## src/design/assert_macros.svh

```systemverilog
// ----------------------------------------------------------------------------
// assert_macros.svh
// Assertion macros shared by the RTL; empty when SYNTH is defined.
// ----------------------------------------------------------------------------
`ifndef ASSERT_MACROS_SVH
`define ASSERT_MACROS_SVH
`ifndef SYNTH
// Concurrent check, disabled while reset is asserted (active low).
`define ASSERT_CLK(lbl, clk, rst_n, prop, msg) \
    lbl: assert property (@(posedge clk) disable iff (!(rst_n)) (prop)) else $error(msg);
// Concurrent check that also holds during reset.
`define ASSERT_CLK_NORST(lbl, clk, prop, msg) \
    lbl: assert property (@(posedge clk) (prop)) else $error(msg);
`else
`define ASSERT_CLK(lbl, clk, rst_n, prop, msg)
`define ASSERT_CLK_NORST(lbl, clk, prop, msg)
`endif
`endif

```

## src/design/rslc_pkg.sv

```systemverilog
`timescale 1ns / 1ps
// ----------------------------------------------------------------------------
// RPM shift light controller package
// Word types, register codes, reset values and constants of the controller.
// ----------------------------------------------------------------------------
package rslc_pkg;

    // Sizes
    localparam int LED_MAX          = 6;
    localparam int LED_COUNT_DEF    = 6;
    localparam int BAR_W            = 20;
    localparam int BAR_SEGMENTS_DEF = 20;
    localparam int RPM_W            = 16;
    localparam int LOAD_W           = 16;
    localparam int LED_W            = 3;
    localparam int CFG_IDX_W        = 4;
    localparam int CFG_DATA_W       = 16;
    localparam int PCT_W            = 7;
    localparam int SEG_W            = 5;
    localparam int SEG_X_W          = 12;

    // Divider datapath
    localparam int LOAD_NUM_W  = 31;
    localparam int PCT_NUM_W   = 24;
    localparam int REM_W       = 17;
    localparam int NUM_W       = 16;
    localparam int QUO_W       = 16;
    localparam int CNT_W       = 4;
    localparam int LDIV_STEPS  = 16;
    localparam int PDIV_STEPS  = 7;

    typedef logic [LOAD_W-1:0] t_load;

    // Register codes
    localparam logic [CFG_IDX_W-1:0] CFG_RED_ZONE   = 4'd0;
    localparam logic [CFG_IDX_W-1:0] CFG_SHIFT_ZONE = 4'd1;
    localparam logic [CFG_IDX_W-1:0] CFG_LED_BASE   = 4'd2;
    localparam logic [CFG_IDX_W-1:0] CFG_REG_COUNT  = 4'd8;

    // Register reset values
    localparam t_load RED_ZONE_RESET   = 16'd24320;
    localparam t_load SHIFT_ZONE_RESET = 16'd23040;
    localparam t_load LED_THR_RESET [LED_MAX] = '{
        16'd12800, 16'd15360, 16'd17920, 16'd19200, 16'd20480, 16'd21760
    };

    // Arithmetic constants
    localparam logic [RPM_W-1:0]     DEFAULT_LIMIT = 16'd10000;
    localparam logic [14:0]          LOAD_SCALE    = 15'd25600;
    localparam t_load                LOAD_SAT      = 16'hFFFF;
    localparam logic [7:0]           PCT_SCALE     = 8'd200;
    localparam logic [PCT_W-1:0]     PCT_FULL      = 7'd100;
    localparam logic [SEG_X_W-1:0]   SEG_RND_LIN   = 12'd50;
    localparam logic [SEG_X_W-1:0]   SEG_RND_PRO   = 12'd100;
    localparam logic [12:0]          DIV100_RECIP  = 13'd5243;
    localparam int                   DIV100_SHIFT  = 19;

    // Input word
    typedef struct packed {
        logic [RPM_W-1:0] engine_rpm;
        logic [RPM_W-1:0] idle_rpm;
        logic [RPM_W-1:0] limit_rpm;
        logic             pro_style;
    } t_in_word;

    // Result word
    typedef struct packed {
        logic [BAR_W-1:0] bar_mask;
        logic [LED_W-1:0] leds_lit;
        logic             in_red_zone;
        logic             red_blink_on;
        logic             bar_redraw;
        logic             leds_redraw;
    } t_out_word;

    // Register write word
    typedef struct packed {
        logic [CFG_IDX_W-1:0]  reg_index;
        logic [CFG_DATA_W-1:0] wr_data;
    } t_cfg_word;

    // Divide a small value by 100 through a reciprocal (exact while the quotient fits SEG_W bits, below 3200)
    function automatic logic [SEG_W-1:0] seg_div100(input logic [SEG_X_W-1:0] x);
        logic [SEG_X_W+12:0] p;
        p = (SEG_X_W+13)'(x) * (SEG_X_W+13)'(DIV100_RECIP);
        return SEG_W'(p >> DIV100_SHIFT);
    endfunction

endpackage

```

## src/design/rslc_stream_if.sv

```systemverilog
`timescale 1ns / 1ps
// ----------------------------------------------------------------------------
// RPM shift light controller stream interface
// Valid/ready channel carrying one payload word per handshake.
// ----------------------------------------------------------------------------
interface rslc_stream_if #(
    parameter type t_payload = logic
);
    logic     valid;
    logic     ready;
    t_payload payload;

    modport source (output valid, output payload, input ready);
    modport sink   (input valid, input payload, output ready);
endinterface

```

## src/design/rpm_shift_light_controller_unit.sv

```systemverilog
`timescale 1ns / 1ps
// ----------------------------------------------------------------------------
// RPM shift light controller
// Works out engine load, red zone with hysteresis, progress LEDs and a
// 20-segment bar per frame, using one shared restoring divide step.
// ----------------------------------------------------------------------------
//  channel  dir  word        handshake
//  i_in     in   t_in_word   valid/ready, ready only while idle
//  o_out    out  t_out_word  valid/ready, registered output word
//  i_cfg    in   t_cfg_word  valid/ready, ready always high
//
//  A frame runs the load division (16 steps) and the percent division
//  (7 steps) before its result, and the next word is taken only once the
//  frame is done; saturating or degenerate frames skip steps. Both
//  divisions share one 17-bit subtract/compare unit. Reset is synchronous,
//  active low. The next word is accepted while a result waits; a frame holds
//  in its last state while the output register is still full.
// ----------------------------------------------------------------------------
`include "assert_macros.svh"

module rpm_shift_light_controller_unit #(
    parameter int LED_COUNT    = rslc_pkg::LED_COUNT_DEF,
    parameter int BAR_SEGMENTS = rslc_pkg::BAR_SEGMENTS_DEF
) (
    input  logic          i_clk,
    input  logic          i_rst_n,
    rslc_stream_if.sink   i_in,
    rslc_stream_if.source o_out,
    rslc_stream_if.sink   i_cfg
);
    import rslc_pkg::*;

    typedef enum logic [7:0] {
        ST_IDLE = 8'b0000_0001,
        ST_PREP = 8'b0000_0010,
        ST_LCHK = 8'b0000_0100,
        ST_LDIV = 8'b0000_1000,
        ST_PSET = 8'b0001_0000,
        ST_PCHK = 8'b0010_0000,
        ST_PDIV = 8'b0100_0000,
        ST_FIN  = 8'b1000_0000
    } t_state;

    // Control and state registers
    t_state             r_state, n_state;
    logic [CNT_W-1:0]   r_cnt, n_cnt;
    logic               r_out_valid, n_out_valid;
    logic               r_red_latched, n_red_latched;
    logic [1:0]         r_blink_phase, n_blink_phase;
    logic [BAR_W-1:0]   r_prev_bar, n_prev_bar;
    logic [LED_W-1:0]   r_prev_leds, n_prev_leds;
    t_load              r_red_zone_load, n_red_zone_load;
    t_load              r_shift_zone_load, n_shift_zone_load;
    t_load              r_led_thr [LED_MAX];
    t_load              n_led_thr [LED_MAX];

    // Datapath registers
    t_in_word           r_in, n_in;
    logic [REM_W-1:0]   r_rem, n_rem;
    logic [NUM_W-1:0]   r_num, n_num;
    logic [REM_W-1:0]   r_div, n_div;
    logic [QUO_W-1:0]   r_quo, n_quo;
    t_load              r_load, n_load;
    logic [PCT_W-1:0]   r_pct, n_pct;
    t_out_word          r_out, n_out;

    // Shared divide unit
    logic               w_step;
    logic [REM_W:0]     w_opa;
    logic [REM_W+1:0]   w_diff;
    logic               w_ge;
    logic [REM_W-1:0]   w_rem;
    logic [QUO_W-1:0]   w_quo;

    // Frame setup
    logic               w_lim_zero;
    logic [RPM_W-1:0]   w_rpm, w_idle, w_lim, w_rpm_up, w_span, w_den;
    logic [LOAD_NUM_W-1:0] w_num;
    logic [PCT_NUM_W-1:0]  w_pnum;

    // Finish
    logic               w_out_free;
    logic               w_blink_on;
    logic               w_red;
    logic               w_zone_chg;
    logic [LED_W-1:0]   w_leds;
    logic               w_run;
    logic [SEG_X_W-1:0] w_seg_prod, w_seg_x;
    logic [SEG_W-1:0]   w_seg;
    logic [BAR_W-1:0]   w_full, w_grow, w_bar;
    logic               w_bar_rd, w_led_rd;

    assign i_in.ready   = (r_state == ST_IDLE);
    assign i_cfg.ready  = 1'b1;
    assign o_out.valid  = r_out_valid;
    assign o_out.payload = r_out;

    // Restoring divide step: shift in one numerator bit, or compare only
    always_comb begin
        w_step = (r_state == ST_LDIV) || (r_state == ST_PDIV);
        w_opa  = w_step ? {r_rem, r_num[NUM_W-1]} : {1'b0, r_rem};
        w_diff = {1'b0, w_opa} - {2'b00, r_div};
        w_ge   = ~w_diff[REM_W+1];
        w_rem  = w_ge ? w_diff[REM_W-1:0] : w_opa[REM_W-1:0];
        w_quo  = {r_quo[QUO_W-2:0], w_ge};
    end

    // Clean up rpm values and form the load numerator
    always_comb begin
        w_lim_zero = (r_in.limit_rpm == '0);
        w_lim      = w_lim_zero ? DEFAULT_LIMIT : r_in.limit_rpm;
        w_idle     = w_lim_zero ? '0 : r_in.idle_rpm;
        w_rpm      = w_lim_zero ? '0 : r_in.engine_rpm;
        w_rpm_up   = (w_rpm < w_idle) ? w_idle : w_rpm;
        w_span     = w_rpm_up - w_idle;
        w_den      = w_lim - w_idle;
        w_num      = LOAD_NUM_W'(w_span) * LOAD_NUM_W'(LOAD_SCALE);
        w_pnum     = PCT_NUM_W'(r_load) * PCT_NUM_W'(PCT_SCALE)
                   + PCT_NUM_W'(r_shift_zone_load);
    end

    // Zone, LEDs and bar for the finished frame
    always_comb begin
        w_blink_on = ~r_blink_phase[1];
        w_red      = (r_load >= r_red_zone_load)
                   || (r_red_latched && (r_load >= r_shift_zone_load));
        w_zone_chg = (w_red != r_red_latched);

        // count leading thresholds at or below the load
        w_leds = '0;
        w_run  = 1'b1;
        for (int i = 0; i < LED_COUNT; i++) begin
            if (w_run && (r_load >= r_led_thr[i])) begin
                w_leds = LED_W'(i + 1);
            end else begin
                w_run = 1'b0;
            end
        end

        // segment count, rounded half up
        w_seg_prod = SEG_X_W'(r_pct) * SEG_X_W'(BAR_SEGMENTS);
        if (r_in.pro_style) begin
            w_seg_x = (w_seg_prod + SEG_RND_PRO) >> 1;
        end else begin
            w_seg_x = w_seg_prod + SEG_RND_LIN;
        end
        w_seg = seg_div100(w_seg_x);

        for (int i = 0; i < BAR_W; i++) begin
            w_full[i] = (i < BAR_SEGMENTS);
            w_grow[i] = (i < BAR_SEGMENTS)
                      && ((SEG_W'(i) < w_seg)
                          || (r_in.pro_style && (SEG_W'(BAR_SEGMENTS - 1 - i) < w_seg)));
        end

        if (w_red) begin
            w_bar    = w_blink_on ? w_full : '0;
            w_bar_rd = (w_bar != r_prev_bar) || w_zone_chg;
            w_led_rd = w_bar_rd;
        end else begin
            w_bar    = w_grow;
            w_bar_rd = (w_bar != r_prev_bar) || w_zone_chg;
            w_led_rd = (w_leds != r_prev_leds) || w_zone_chg;
        end
        w_out_free = ~r_out_valid || o_out.ready;
    end

    // Sequencer and next-state logic
    always_comb begin
        n_state           = r_state;
        n_cnt             = r_cnt;
        n_out_valid       = r_out_valid && !o_out.ready;
        n_red_latched     = r_red_latched;
        n_blink_phase     = r_blink_phase;
        n_prev_bar        = r_prev_bar;
        n_prev_leds       = r_prev_leds;
        n_red_zone_load   = r_red_zone_load;
        n_shift_zone_load = r_shift_zone_load;
        n_led_thr         = r_led_thr;
        n_in              = r_in;
        n_rem             = r_rem;
        n_num             = r_num;
        n_div             = r_div;
        n_quo             = r_quo;
        n_load            = r_load;
        n_pct             = r_pct;
        n_out             = r_out;

        // register writes
        if (i_cfg.valid) begin
            if (i_cfg.payload.reg_index == CFG_RED_ZONE) begin
                n_red_zone_load = i_cfg.payload.wr_data;
            end else if (i_cfg.payload.reg_index == CFG_SHIFT_ZONE) begin
                n_shift_zone_load = i_cfg.payload.wr_data;
            end else if ((i_cfg.payload.reg_index >= CFG_LED_BASE)
                         && (i_cfg.payload.reg_index < CFG_REG_COUNT)) begin
                n_led_thr[3'(i_cfg.payload.reg_index - CFG_LED_BASE)] =
                    i_cfg.payload.wr_data;
            end
        end

        unique case (r_state)
            ST_IDLE: begin
                if (i_in.valid) begin
                    n_in    = i_in.payload;
                    n_state = ST_PREP;
                end
            end
            ST_PREP: begin
                // degenerate spans skip the division
                if (w_lim == w_idle) begin
                    n_load  = LOAD_SAT;
                    n_state = ST_PSET;
                end else if (w_lim < w_idle) begin
                    n_load  = '0;
                    n_state = ST_PSET;
                end else begin
                    n_rem   = REM_W'(w_num[LOAD_NUM_W-1:NUM_W]);
                    n_num   = w_num[NUM_W-1:0];
                    n_div   = REM_W'(w_den);
                    n_state = ST_LCHK;
                end
            end
            ST_LCHK: begin
                // quotient of 2^16 or more saturates
                if (w_ge) begin
                    n_load  = LOAD_SAT;
                    n_state = ST_PSET;
                end else begin
                    n_quo   = '0;
                    n_cnt   = CNT_W'(LDIV_STEPS - 1);
                    n_state = ST_LDIV;
                end
            end
            ST_LDIV: begin
                n_rem = w_rem;
                n_num = {r_num[NUM_W-2:0], 1'b0};
                n_quo = w_quo;
                n_cnt = r_cnt - 1'b1;
                if (r_cnt == '0) begin
                    n_load  = w_quo;
                    n_state = ST_PSET;
                end
            end
            ST_PSET: begin
                if (r_shift_zone_load == '0) begin
                    n_pct   = PCT_FULL;
                    n_state = ST_FIN;
                end else begin
                    n_rem   = w_pnum[PCT_NUM_W-1:PCT_W];
                    n_num   = {w_pnum[PCT_W-1:0], (NUM_W-PCT_W)'(0)};
                    n_div   = {r_shift_zone_load, 1'b0};
                    n_state = ST_PCHK;
                end
            end
            ST_PCHK: begin
                // quotient of 128 or more clamps to full scale
                if (w_ge) begin
                    n_pct   = PCT_FULL;
                    n_state = ST_FIN;
                end else begin
                    n_quo   = '0;
                    n_cnt   = CNT_W'(PDIV_STEPS - 1);
                    n_state = ST_PDIV;
                end
            end
            ST_PDIV: begin
                n_rem = w_rem;
                n_num = {r_num[NUM_W-2:0], 1'b0};
                n_quo = w_quo;
                n_cnt = r_cnt - 1'b1;
                if (r_cnt == '0) begin
                    n_pct   = (w_quo[PCT_W-1:0] > PCT_FULL) ? PCT_FULL : w_quo[PCT_W-1:0];
                    n_state = ST_FIN;
                end
            end
            ST_FIN: begin
                // hold until the output register is free
                if (w_out_free) begin
                    n_blink_phase      = r_blink_phase + 1'b1;
                    n_red_latched      = w_red;
                    n_prev_bar         = w_bar;
                    n_out.bar_mask     = w_bar;
                    n_out.in_red_zone  = w_red;
                    n_out.bar_redraw   = w_bar_rd;
                    n_out.leds_redraw  = w_led_rd;
                    if (w_red) begin
                        n_out.leds_lit     = '0;
                        n_out.red_blink_on = w_blink_on;
                    end else begin
                        n_out.leds_lit     = w_leds;
                        n_out.red_blink_on = 1'b0;
                        n_prev_leds        = w_leds;
                    end
                    n_out_valid = 1'b1;
                    n_state     = ST_IDLE;
                end
            end
            default: begin
                n_state = ST_IDLE;
            end
        endcase
    end

    // Control state with reset
    always_ff @(posedge i_clk) begin
        if (!i_rst_n) begin
            r_state           <= ST_IDLE;
            r_cnt             <= '0;
            r_out_valid       <= 1'b0;
            r_red_latched     <= 1'b0;
            r_blink_phase     <= '0;
            r_prev_bar        <= '0;
            r_prev_leds       <= '0;
            r_red_zone_load   <= RED_ZONE_RESET;
            r_shift_zone_load <= SHIFT_ZONE_RESET;
            r_led_thr         <= LED_THR_RESET;
        end else begin
            r_state           <= n_state;
            r_cnt             <= n_cnt;
            r_out_valid       <= n_out_valid;
            r_red_latched     <= n_red_latched;
            r_blink_phase     <= n_blink_phase;
            r_prev_bar        <= n_prev_bar;
            r_prev_leds       <= n_prev_leds;
            r_red_zone_load   <= n_red_zone_load;
            r_shift_zone_load <= n_shift_zone_load;
            r_led_thr         <= n_led_thr;
        end
    end

    // Datapath, no reset
    always_ff @(posedge i_clk) begin
        r_in   <= n_in;
        r_rem  <= n_rem;
        r_num  <= n_num;
        r_div  <= n_div;
        r_quo  <= n_quo;
        r_load <= n_load;
        r_pct  <= n_pct;
        r_out  <= n_out;
    end

    // Checks
    `ASSERT_CLK(a_accept_starts_setup, i_clk, i_rst_n, (i_in.valid && i_in.ready) |=> (r_state == ST_PREP), "accepted word did not start frame setup")
    `ASSERT_CLK(a_result_from_finish, i_clk, i_rst_n, $rose(r_out_valid) |-> ($past(r_state) == ST_FIN), "result word raised outside the finish step")
    `ASSERT_CLK(a_red_zone_word, i_clk, i_rst_n, (o_out.valid && o_out.payload.in_red_zone) |-> ((o_out.payload.leds_lit == '0) && (o_out.payload.bar_redraw == o_out.payload.leds_redraw)), "red zone word carries LED count or split redraw")
    `ASSERT_CLK(a_blink_needs_red, i_clk, i_rst_n, (o_out.valid && !o_out.payload.in_red_zone) |-> !o_out.payload.red_blink_on, "blink flag set outside the red zone")

endmodule

```

## src/flat_wrapper.sv

```systemverilog
// flat-port wrapper written by rule: the top's interface ports become plain ports
module rpm_shift_light_controller_unit_flat import rslc_pkg::*;
#(
    parameter int LED_COUNT    = rslc_pkg::LED_COUNT_DEF,
    parameter int BAR_SEGMENTS = rslc_pkg::BAR_SEGMENTS_DEF
)
  (i_clk, i_rst_n, i_in_valid, i_in_payload, i_in_ready, o_out_valid, o_out_payload, o_out_ready, i_cfg_valid, i_cfg_payload, i_cfg_ready);
  rslc_stream_if #(.t_payload(t_in_word)) i_in_i ();
  rslc_stream_if #(.t_payload(t_out_word)) o_out_i ();
  rslc_stream_if #(.t_payload(t_cfg_word)) i_cfg_i ();
  input  logic i_clk;
  input  logic i_rst_n;
  input wire logic [$bits(i_in_i.valid)-1:0] i_in_valid;
  input wire logic [$bits(i_in_i.payload)-1:0] i_in_payload;
  output wire logic [$bits(i_in_i.ready)-1:0] i_in_ready;
  output wire logic [$bits(o_out_i.valid)-1:0] o_out_valid;
  output wire logic [$bits(o_out_i.payload)-1:0] o_out_payload;
  input wire logic [$bits(o_out_i.ready)-1:0] o_out_ready;
  input wire logic [$bits(i_cfg_i.valid)-1:0] i_cfg_valid;
  input wire logic [$bits(i_cfg_i.payload)-1:0] i_cfg_payload;
  output wire logic [$bits(i_cfg_i.ready)-1:0] i_cfg_ready;
  assign i_in_i.valid = i_in_valid;
  assign i_in_i.payload = i_in_payload;
  assign i_in_ready = i_in_i.ready;
  assign o_out_valid = o_out_i.valid;
  assign o_out_payload = o_out_i.payload;
  assign o_out_i.ready = o_out_ready;
  assign i_cfg_i.valid = i_cfg_valid;
  assign i_cfg_i.payload = i_cfg_payload;
  assign i_cfg_ready = i_cfg_i.ready;
  rpm_shift_light_controller_unit #(.LED_COUNT(LED_COUNT), .BAR_SEGMENTS(BAR_SEGMENTS)) u_core (.i_clk(i_clk), .i_rst_n(i_rst_n), .i_in(i_in_i), .o_out(o_out_i), .i_cfg(i_cfg_i));
endmodule
```

## config.mk

```make
export PLATFORM = sky130hd
export DESIGN_NAME = rpm_shift_light_controller_unit_flat
export DESIGN_NICKNAME = d
export VERILOG_FILES = /design/src/design/rslc_pkg.sv /design/src/design/rslc_stream_if.sv /design/src/design/rpm_shift_light_controller_unit.sv /design/src/flat_wrapper.sv
export VERILOG_INCLUDE_DIRS = /design/src /design/src/design
export SDC_FILE = /design/constraint.sdc
export NUM_CORES = 1
export LEC_CHECK = 0
export BUFFER_PORTS_ARGS = -buffer_cell sky130_fd_sc_hd__buf_2
export CAP_MARGIN = 30
export CORE_MARGIN = 5
export CORE_UTILIZATION = 40
export DETAILED_ROUTE_END_ITERATION = 8
export PLACE_DENSITY = 0.55
export SYNTH_ARGS = -nofsm -noshare
export SYNTH_HDL_FRONTEND = slang
export SYNTH_SLANG_ARGS = --single-unit
```

## constraint.sdc

```tcl
create_clock -name i_clk -period 7.7 [get_ports i_clk]
set_clock_uncertainty 0.2 [all_clocks]
set_input_delay 2.31 -clock i_clk [delete_from_list [all_inputs] [get_ports i_clk]]
set_output_delay 2.31 -clock i_clk [all_outputs]
set_load 0.005 [all_outputs]
```

==> metrics.md, run 1 <==
| Metric | Value |
|---|---|
| Status | complete, but fails checks |
| Failing checks | setup timing |
| Via density | around 5.2 |
| Core ar. | between 0.06 and 0.07 mm2 |
| Initial antenna violation count | 1 |
| Gr busiest metal | met2 |
| CTS buffer count | 40 |
| Initial Utilization | 40.29% |
| Die height | 267.1 um |
| Die W | 267.1 um |
| Antenna viol nets, final | 0 |
| Pre-CTS WS | -0.7220 ns |
| Routability cong. | 0.8908 |
| Netlist cell types | 92 |
| Worst setup SP type | register |
| CTS H-tree lvls | 2 |
| Post-route worst setup slack | -0.4333 ns |
| Final setup violation count | 20 |
| Slew Limit Headroom | 24.16% |
| Largest net degree at the start of global routing | between 90 and 100 |
| Slowest stage cell, crit path | fa_1 |
| Crit-path most repeated cell | fa_2 |
| Max capacitance violation total | 0 |
| Hold Path Stages | 2 |
| Fin. Hold Viols | 0 |
| WL/cell | approximately 17 um |
| Critical path class | register to register |
| Layout cells sized above 1 | 20.44% |
| Post-DP HPWL | 54,540 um |
| Syn. warnings | 0 |
| Final Slew Violations | 0 |
| Gr usage total | 20.00% |
| Highest cell delay on the worst timing path | around 0.55 ns |
| Worst reg2reg path depth | 32 |
| IO Count | around 100 |
| Vias | 22,112 |
| CTS tree | built |
| Crit path from | u_core.r_pct[3] |
| Net Count, Synth | 3,573 |
| EDFF count, synth | 155 |
| Root Buffer | clkbuf_16 |
| RSZ-0062 raised after global routing | true |
| Crit path capture | u_core.o_out.payload[1] |
| Non-Filler Instances | 4,252 |
| Crit share post-route | 105.6% |
| Worst R2R Setup Slack | -0.43 ns |
| Setup TNS | -2.678 ns |
| First-pass GRT wire length | 117,200 um |
| Post-synthesis sequential area ratio | a little under a third |
| Critical Path RT | a little under 8 ns |
| Worst skew pair latency | 0.55 ns |
| Asr flop ratio synth | 0% |
| Flop and latch count out of synthesis | 322 |
| Worst-path clk slew | 0.06 ns |
| DRC errors left | 0 |
| Met1 usage | 26.89% |
| Clock Sinks | roughly 320 |
| Worst r2r src | u_core.r_pct[3] |
| I/O Buffers | approximately 100 |
| GR Util met3 | 1.920% |
| Hold_ws | roughly 0.26 ns |
| Num rows | 94 |
| Commonest cells after routing, fill and taps aside | nand2_1 (451), inv_1 (379), ha_1 (362) |
| Synthesized instance count | 3,036 |
| Worst slew pin tran | 1.109 ns |
| GR Overflow Total | 0 |
| Worst Hold Class | register to register |
| DRT iter0 DRCs | 1,032 |
| Period minus WS final | 8.133 ns |
| Commonest non-fill, non-tap cell in the layout | nand2_1 |
| Reg2reg end | u_core.o_out.payload[1] |
| Largest buffer count on any clock path | 3 |
| Layout area overhead | 23.02% |
| Synthesized cell area | 0.02644 mm2 |
| Syn avg cell area | 8.709 um2 |
| Arr. time, crit path | 8.19 ns |
| Final wirelength | 71,850 um |
| Synth Flop Type | dfxtp_1 |
| Fmax | 123.0 MHz |
| Vias in the first global route | 22,417 |
| Pre-Repair DR Iteration Count | 5 |
| Met2 Usage GRT | 34.10% |
| DIE AREA | between 0.07 and 0.08 mm2 |
| Cells after DPL | between 4,000 and 5,000 |
| Worst Setup End Kind | register |
| Crit-path max FO | 4 |
| NumNets Final | between 3,000 and 4,000 |
[metrics by stage]
step | area, um2 | utilization (%)
final | 32530 | 49.56
after global routing | 32520 | 49.56
after CTS | 32070 | 48.87
after detailed placement | 29840 | 45.47
after global placement | 29810 | 45.42
after floorplan | 26810 | -
[Yosys cell counts, drive strengths merged, types with 52 or more instances]
master	count	share of area (%)
nand2	458	6.5
inv	398	5.7
ha	396	19
dfxtp	167	13
edfxtp	155	18
nor2	138	2.0
a21boi	132	3.7
a21oi	127	2.4
o21ai	119	2.3
clkbuf	93	1.3
a21o	77	2.2
fa	67	5.1
xnor2	52	1.8
[cell type report]
cell class | count | area (um2)
sequential | 322 | 7998
clock buffer | 64 | 1214
inverter | 399 | 1498
multi-input combinational | 2195 | 17780
antenna | 2 | 5.005
timing repair buffer | 398 | 2895
tap | 864 | 1081
clock inverter | 8 | 53.80
fill | 6199 | 33100
[layer usage]
layer	vias up	part of all wire, %
met5	-	0
met4	0	3.1
met3	118	3.1
met2	344	47
met1	10511	46
li1	11139	-
[repair_timing]
action	CTS	global route
setup buffers	30	15
pin swaps	103	61
gates cloned	1	0
hold buffers	0	0
resized for setup	151	73
setup endpoints to repair	44	52
[sequential cells by signal (all words and copies together), names as in the netlist, 15 cells and up]
name and cells:
u_core.r_in 49, u_core.r_red_zone_load 16, u_core.r_quo 15, u_core.r_led_thr 96
u_core.r_prev_bar 20, u_core.r_load 16, u_core.r_shift_zone_load 16, u_core.r_rem 17
u_core.r_div 17, u_core.o_out.payload 27
[critical path: cells and delay by family (launching register included)]
kind / cells / cell delay (ns)
adders and majority gates: 9 / 3.34
DFF: 1 / 0.41
and+or+nand+nor: 5 / 0.86
xor gates and xnor gates: 2 / 0.28
AOI/OAI and AO/OA: 12 / 2.37
buffers and inverters: 4 / 0.38
[worst min path at each step]
stage / from / to / slack (ns)
2_1_floorplan: u_core.r_led_thr[11] / u_core.r_led_thr[11] / 0.24
3_3_place_gp: u_core.r_led_thr[71] / u_core.r_led_thr[71] / 0.25
3_5_place_dp: u_core.r_led_thr[11] / u_core.r_led_thr[11] / 0.26
4_1_cts: u_core.r_led_thr[71] / u_core.r_led_thr[71] / 0.27
5_1_grt: u_core.r_led_thr[52] / u_core.r_led_thr[52] / 0.28
6_report: u_core.r_led_thr[33] / u_core.r_led_thr[33] / 0.26
[cell families (layout without fill, tap and decap cells)]
group	Yosys count	in the layout	synth area share [%]
xor+xnor	91	91	3.043
fa+ha+maj	463	463	23.81
simple gates	922	922	16.24
buf+inv	519	869	7.723
compound gates	696	696	18.06
mux	22	22	0.8660
flops	322	322	30.25
other cells	1	3	0.01418
Power of run 1 is not shown: default switching activity piles up to over one toggle a cycle in this logic, so the estimate is an artifact.
==> run 2, diff against run 1 <==
--- a/config.mk
+++ b/config.mk
@@ -9,9 +9,9 @@
 export BUFFER_PORTS_ARGS = -buffer_cell sky130_fd_sc_hd__buf_2
 export CAP_MARGIN = 30
 export CORE_MARGIN = 5
-export CORE_UTILIZATION = 40
+export CORE_UTILIZATION = 50
 export DETAILED_ROUTE_END_ITERATION = 8
-export PLACE_DENSITY = 0.55
+export PLACE_DENSITY = 0.66
 export SYNTH_ARGS = -nofsm -noshare
 export SYNTH_HDL_FRONTEND = slang
 export SYNTH_SLANG_ARGS = --single-unit
==> run 2 against run 1 <==
  * Die area down 19%
  * Register-to-register slack worse by 0.23 ns
  * The flow still finishes with violations (setup timing)
  * Global-route usage increased by 3.6 points
  * Non-clock buffer count fell by 6
==> metrics.md, run 2 (synthesis gave the netlist of run 1 again) <==
| Metric | Value |
|---|---|
| Status | complete, but fails checks |
| Failing checks | setup timing |
| Vias in the first global route | 22,216 (-0.90%) |
| Commonest non-fill, non-tap cell in the layout | nand2_1 |
| Vias | 22,379 (+1.2%) |
| Top reg by flops | u_core.r_led_thr |
| Worst skew pair latency | 0.57 ns (+0.02 ns) |
| Fmax | 119.6 MHz (-2.7%) |
| Pre-CTS WS | -0.8364 ns (-0.1144 ns) |
| IO Count | 104 (unchanged) |
| Period minus WS final | 8.359 ns (+0.2254 ns) |
| Highest cell delay on the worst timing path | 0.54 ns (about the same) |
| CTS H-tree lvls | 2 (unchanged) |
| Worst setup SP type | register |
| Worst slew pin tran | 1.003 ns (-0.1062 ns) |
| Arr. time, crit path | 8.44 ns (+0.25 ns) |
| Largest net degree at the start of global routing | 88 (-5.4%) |
| Post-DP HPWL | 52,110 um (-4.5%) |
| Gr usage total | 23.61% (+3.6 points) |
| Commonest cells after routing, fill and taps aside | nand2_1 (451), inv_1 (377), ha_1 (359) |
| Pre-Repair DR Iteration Count | 5 (unchanged) |
| NumNets Final | 3,885 (-0.21%) |
| Crit path max-delay family | adder cells |
| Slew Limit Headroom | 32.90% (+8.7 points) |
| Slowest stage cell, crit path | fa_2 |
| Core Util, Final | 61.58% (+12 points) |
| FF+latch area | 0.007998 mm2 (unchanged) |
| Die W | 240.0 um (-10%) |
| Initial Utilization | 50.42% (+10 points) |
| Worst Hold Class | register to register |
| Core ar. | 0.05245 mm2 (-20%) |
| Final setup violation count | 31 (+55%) |
| Crit share post-route | 108.6% (+2.9 points) |
| DRT iter0 DRCs | 1,257 (+22%) |
| Crit path buffers/inverters | 5 (+1) |
| Initial antenna violation count | 2 (+1) |
| Worst-path clk slew | 0.06 ns (about the same) |
| Max FFs per register | 96 (unchanged) |
| Cells after DPL | 3,957 (-4.3%) |
| WL/cell | 17.13 um (+1.4%) |
| Final Slew Violations | 0 (unchanged) |
| CTS tree | built |
| Post-route worst setup slack | -0.6587 ns (-0.2254 ns) |
| Antenna viol nets, final | 0 (unchanged) |
| Die height | 240.0 um (-10%) |
| Max capacitance violation total | 0 (unchanged) |
| DIE AREA | 0.05758 mm2 (-19%) |
| Critical path class | register to register |
| Final wirelength | 69,600 um (-3.1%) |
| Largest buffer count on any clock path | 3 (unchanged) |
| Num rows | 84 (-11%) |
| Critical Path RT | 7.78 ns (+0.03 ns) |
| I/O Buffers | 102 (unchanged) |
| Crit-path max FO | 7 (+3) |
| Layout cells sized above 1 | 20.60% (+0.16 points) |
| GR Overflow Total | 0 (unchanged) |
| Crit-path most repeated cell | fa_2 |
| DRC errors left | 0 (unchanged) |
| Multi-input gate area | 0.01779 mm2 (about the same) |
| Via density | 5.508 (+5.9%) |
| CTS buffer count | 38 (-5.0%) |
| Routability cong. | 0.9196 (+3.2%) |
| Fin. Hold Viols | 0 (unchanged) |
| First-pass GRT wire length | 111,800 um (-4.7%) |
| Non-Filler Instances | 4,063 (-4.4%) |
| Layout area overhead | 22.14% |
| Fill count | 4,533 (-27%) |
| Root Buffer | clkbuf_16 |
| RSZ-0062 raised after global routing | true |
| Clock Sinks | 322 (unchanged) |
| Worst Setup End Kind | register |
## run 2: final timing paths
check                       start                       to  slack (ns)  depth (start not counted)
max reg2reg       u_core.r_pct[1]  u_core.o_out.payload[1]       -0.66                         33
max               u_core.r_pct[1]  u_core.o_out.payload[1]       -0.66                         33
min          u_core.r_led_thr[84]     u_core.r_led_thr[84]        0.26                          2
min reg2reg  u_core.r_led_thr[84]     u_core.r_led_thr[84]        0.26                          2
## run 2: area by class of cell
| class | count | share of cell area, % |
|---|---|---|
| flip-flops and latches | 322 | 24.77 |
| repair buffers | 392 | 8.814 |
| multi-input cells | 2195 | 55.09 |
| diodes | 1 | 0.007749 |
| well taps | 688 | 2.666 |
| inverters | 399 | 4.645 |
| clock buffers | 53 | 3.433 |
| clock inverters | 13 | 0.5812 |
## run 2: timing repair
action                                  in CTS  in global routing
setup buffers                               24                 17
hold buffers                                 0                  0
pin swaps                                   92                 68
endpoints found under the setup margin      46                 51
gates resized for setup                    120                107
## run 2: metrics by stage
step	hold slack, ns	setup TNS [ns]	instance area [um2]
6_report	0.2598	-3.311	32290
3_5_place_dp	0.2560	-15.33	29610
2_1_floorplan	0.2435	-0.3563	26810
4_1_cts	0.2638	-4.297	31590
5_1_grt	0.2835	-16.68	32290
3_3_place_gp	0.2532	-7.857	29540
## run 2: tightest hold or removal path: cells and delay by family, from the launching register on
family          cells  cell delay (ns)
flops               1             0.31
simple gates        1             0.04
compound gates      1             0.06
## run 2: layer usage
layer	wire [um]	GRT usage, %
met4	1903	6.121
met2	34030	41.60
met3	2918	3.086
met5	13	0
met1	30740	30.79
Power of run 2 is left out for the same reason.
==> run 3, diff against run 2 <==
--- a/config.mk
+++ b/config.mk
@@ -8,10 +8,12 @@
 export LEC_CHECK = 0
 export BUFFER_PORTS_ARGS = -buffer_cell sky130_fd_sc_hd__buf_2
 export CAP_MARGIN = 30
+export CELL_PAD_IN_SITES_DETAIL_PLACEMENT = 1
+export CELL_PAD_IN_SITES_GLOBAL_PLACEMENT = 2
 export CORE_MARGIN = 5
-export CORE_UTILIZATION = 50
+export CORE_UTILIZATION = 36
 export DETAILED_ROUTE_END_ITERATION = 8
-export PLACE_DENSITY = 0.66
+export PLACE_DENSITY = 0.75
 export SYNTH_ARGS = -nofsm -noshare
 export SYNTH_HDL_FRONTEND = slang
 export SYNTH_SLANG_ARGS = --single-unit
==> run 3 against run 2 <==
  * The flow still finishes with violations (setup timing)
  * Critical path depth is the same
  * Sequential share of layout area shrank 0.73 points
  * First-iteration DRC count shrank 34%
  * Highest routed layer unchanged
  * Critical path type unchanged
==> metrics.md, run 3 (synthesis gave the netlist of run 1 again) <==
| Metric | Value |
|---|---|
| Status | complete, but fails checks |
| Failing checks | setup timing |
| Clock Sinks | 322 (unchanged) |
| Final Slew Violations | 0 (unchanged) |
| NumNets Final | 3,919 (+0.88%) |
| DRT iter0 DRCs | 827 (-34%) |
| Hold_sp | u_core.r_led_thr[4] |
| GR Overflow Total | 0 (unchanged) |
| Final wirelength | 82,470 um (+18%) |
| Hold Crit Endpoint | u_core.r_led_thr[4] |
| Layout cells sized above 1 | 22.70% (+2.1 points) |
| RSZ-0062 raised after global routing | true |
| Max FFs per register | 96 (unchanged) |
| WL/cell | 18.86 um (+10%) |
| Num rows | 99 (+18%) |
| Slowest stage cell, crit path | fa_2 |
| Fin. Hold Viols | 0 (unchanged) |
| Worst slew pin tran | 1.113 ns (+0.1102 ns) |
| Max capacitance violation total | 0 (unchanged) |
| First-pass GRT wire length | 131,000 um (+17%) |
| Via density | 5.192 (-5.7%) |
| Final instance area | 0.03327 mm2 (+3.0%) |
| Gr usage total | 20.45% (-3.2 points) |
| Placed inst area | 0.02997 mm2 (+1.2%) |
| Worst skew pair latency | 0.58 ns (about the same) |
| Arr. time, crit path | 8.34 ns (-0.10 ns) |
| Fmax | 121.7 MHz (+1.7%) |
| Critical path class | register to register |
| Layout area overhead | 25.83% |
| Crit share post-route | 106.8% (-1.8 points) |
| Root Buffer | clkbuf_16 |
| Pre-CTS WS | -0.8328 ns (+0.003662 ns) |
| Die W | 281.0 um (+17%) |
| I/O Buffers | 102 (unchanged) |
| Largest net degree at the start of global routing | 107 (+22%) |
| Highest cell delay on the worst timing path | 0.57 ns (+0.03 ns) |
| Worst reg2reg path depth | 33 (unchanged) |
| Largest buffer count on any clock path | 3 (unchanged) |
| Commonest non-fill, non-tap cell in the layout | nand2_1 |
| Commonest cells after routing, fill and taps aside | nand2_1 (443), inv_1 (367), ha_1 (352) |
| Vias in the first global route | 24,632 (+11%) |
| Routability cong. | 0.8350 (-9.2%) |
| Initial antenna violation count | 4 (+2) |
| Core ar. | 0.07296 mm2 (+39%) |
| Hold_buf cts | 0 (unchanged) |
| IO Count | 104 (unchanged) |
| Slew Limit Headroom | 25.52% (-7.4 points) |
| Die height | 281.0 um (+17%) |
| Worst Setup End Kind | register |
| DIE AREA | 0.07897 mm2 (+37%) |
| CTS tree | built |
| Initial Utilization | 36.24% (-14 points) |
| Crit-path max FO | 8 (+1) |
| Cells after DPL | 4,235 (+7.0%) |
| Post-DP HPWL | 62,140 um (+19%) |
| Non-Filler Instances | 4,372 (+7.6%) |
| Period minus WS final | 8.220 ns (-0.1387 ns) |
| Worst setup SP type | register |
| Pre-Repair DR Iteration Count | 5 (unchanged) |
| DRC errors left | 0 (unchanged) |
| Post-route worst setup slack | -0.5201 ns (+0.1387 ns) |
| Reg2reg end | u_core.o_out.payload[1] |
| Worst Hold Class | register to register |
| Critical Path RT | 7.82 ns (+0.04 ns) |
| Final setup violation count | 34 (+9.7%) |
| Hold Path Stages | 2 (unchanged) |
| Worst-path clk slew | 0.06 ns (about the same) |
| CTS buffer count | 42 (+11%) |
| Vias | 22,699 (+1.4%) |
| Top reg by flops | u_core.r_led_thr |
| Core Util, Final | 45.60% (-16 points) |
| Worst R2R Setup Slack | -0.52 ns (+0.14 ns) |
| Antenna viol nets, final | 0 (unchanged) |
| Worst r2r src | u_core.r_pct[3] |
| CTS H-tree lvls | 2 (unchanged) |
-- run 3: what timing repair did --
item,in CTS,in global routing
setup buffers,52,23
cloned,1,0
pin swaps,119,86
setup endpoints to repair,50,54
resized for setup,176,123
-- run 3: routing by layer --
layer / share of wire [%] / GRT usage [%]
met5: 0.016 / 0
met4: 2.6 / 5.461
met3: 2.5 / 2.484
met2: 50 / 37.23
met1: 44 / 25.60
-- run 3: cell type report --
| type | count | area (um2) |
|---|---|---|
| Tap cell | 959 | 1200 |
| Sequential cell | 322 | 7998 |
| Antenna cell | 3 | 7.507 |
| Fill cell | 8408 | 39690 |
| Multi-Input combinational cell | 2195 | 18070 |
| Inverter | 399 | 1505 |
| Timing Repair Buffer | 422 | 3089 |
| Clock inverter | 17 | 232.7 |
| Clock buffer | 55 | 1172 |
-- run 3: worst max-delay path by stage --
| stage | startpoint | end |
|---|---|---|
| 4_1_cts | u_core.r_pct[3] | u_core.o_out.payload[1] |
| 3_5_place_dp | u_core.r_in[8] | u_core.r_rem[12] |
| 2_1_floorplan | u_core.r_pct[1] | u_core.o_out.payload[1] |
| 6_report | u_core.r_pct[3] | u_core.o_out.payload[1] |
| 5_1_grt | u_core.r_pct[3] | u_core.o_out.payload[1] |
| 3_3_place_gp | u_core.r_pct[3] | u_core.o_out.payload[1] |
-- run 3: critical path: cells and delay by family (launching register included) --
family | cells | cell delay [ns]
fa+ha+maj | 9 | 3.42
buf+inv | 5 | 0.54
xor+xnor | 2 | 0.27
flops | 1 | 0.41
simple gates | 7 | 1.16
compound gates | 10 | 1.98
-- run 3: through the flow --
step	hold slack [ns]	setup TNS, ns
finish	0.2644	-7.363
global route	0.2884	-23.86
CTS	0.2676	-5.861
global placement	0.2521	-9.492
floorplan	0.2435	-0.3563
detailed placement	0.2595	-17.09
Power of run 3 is left out for the same reason.
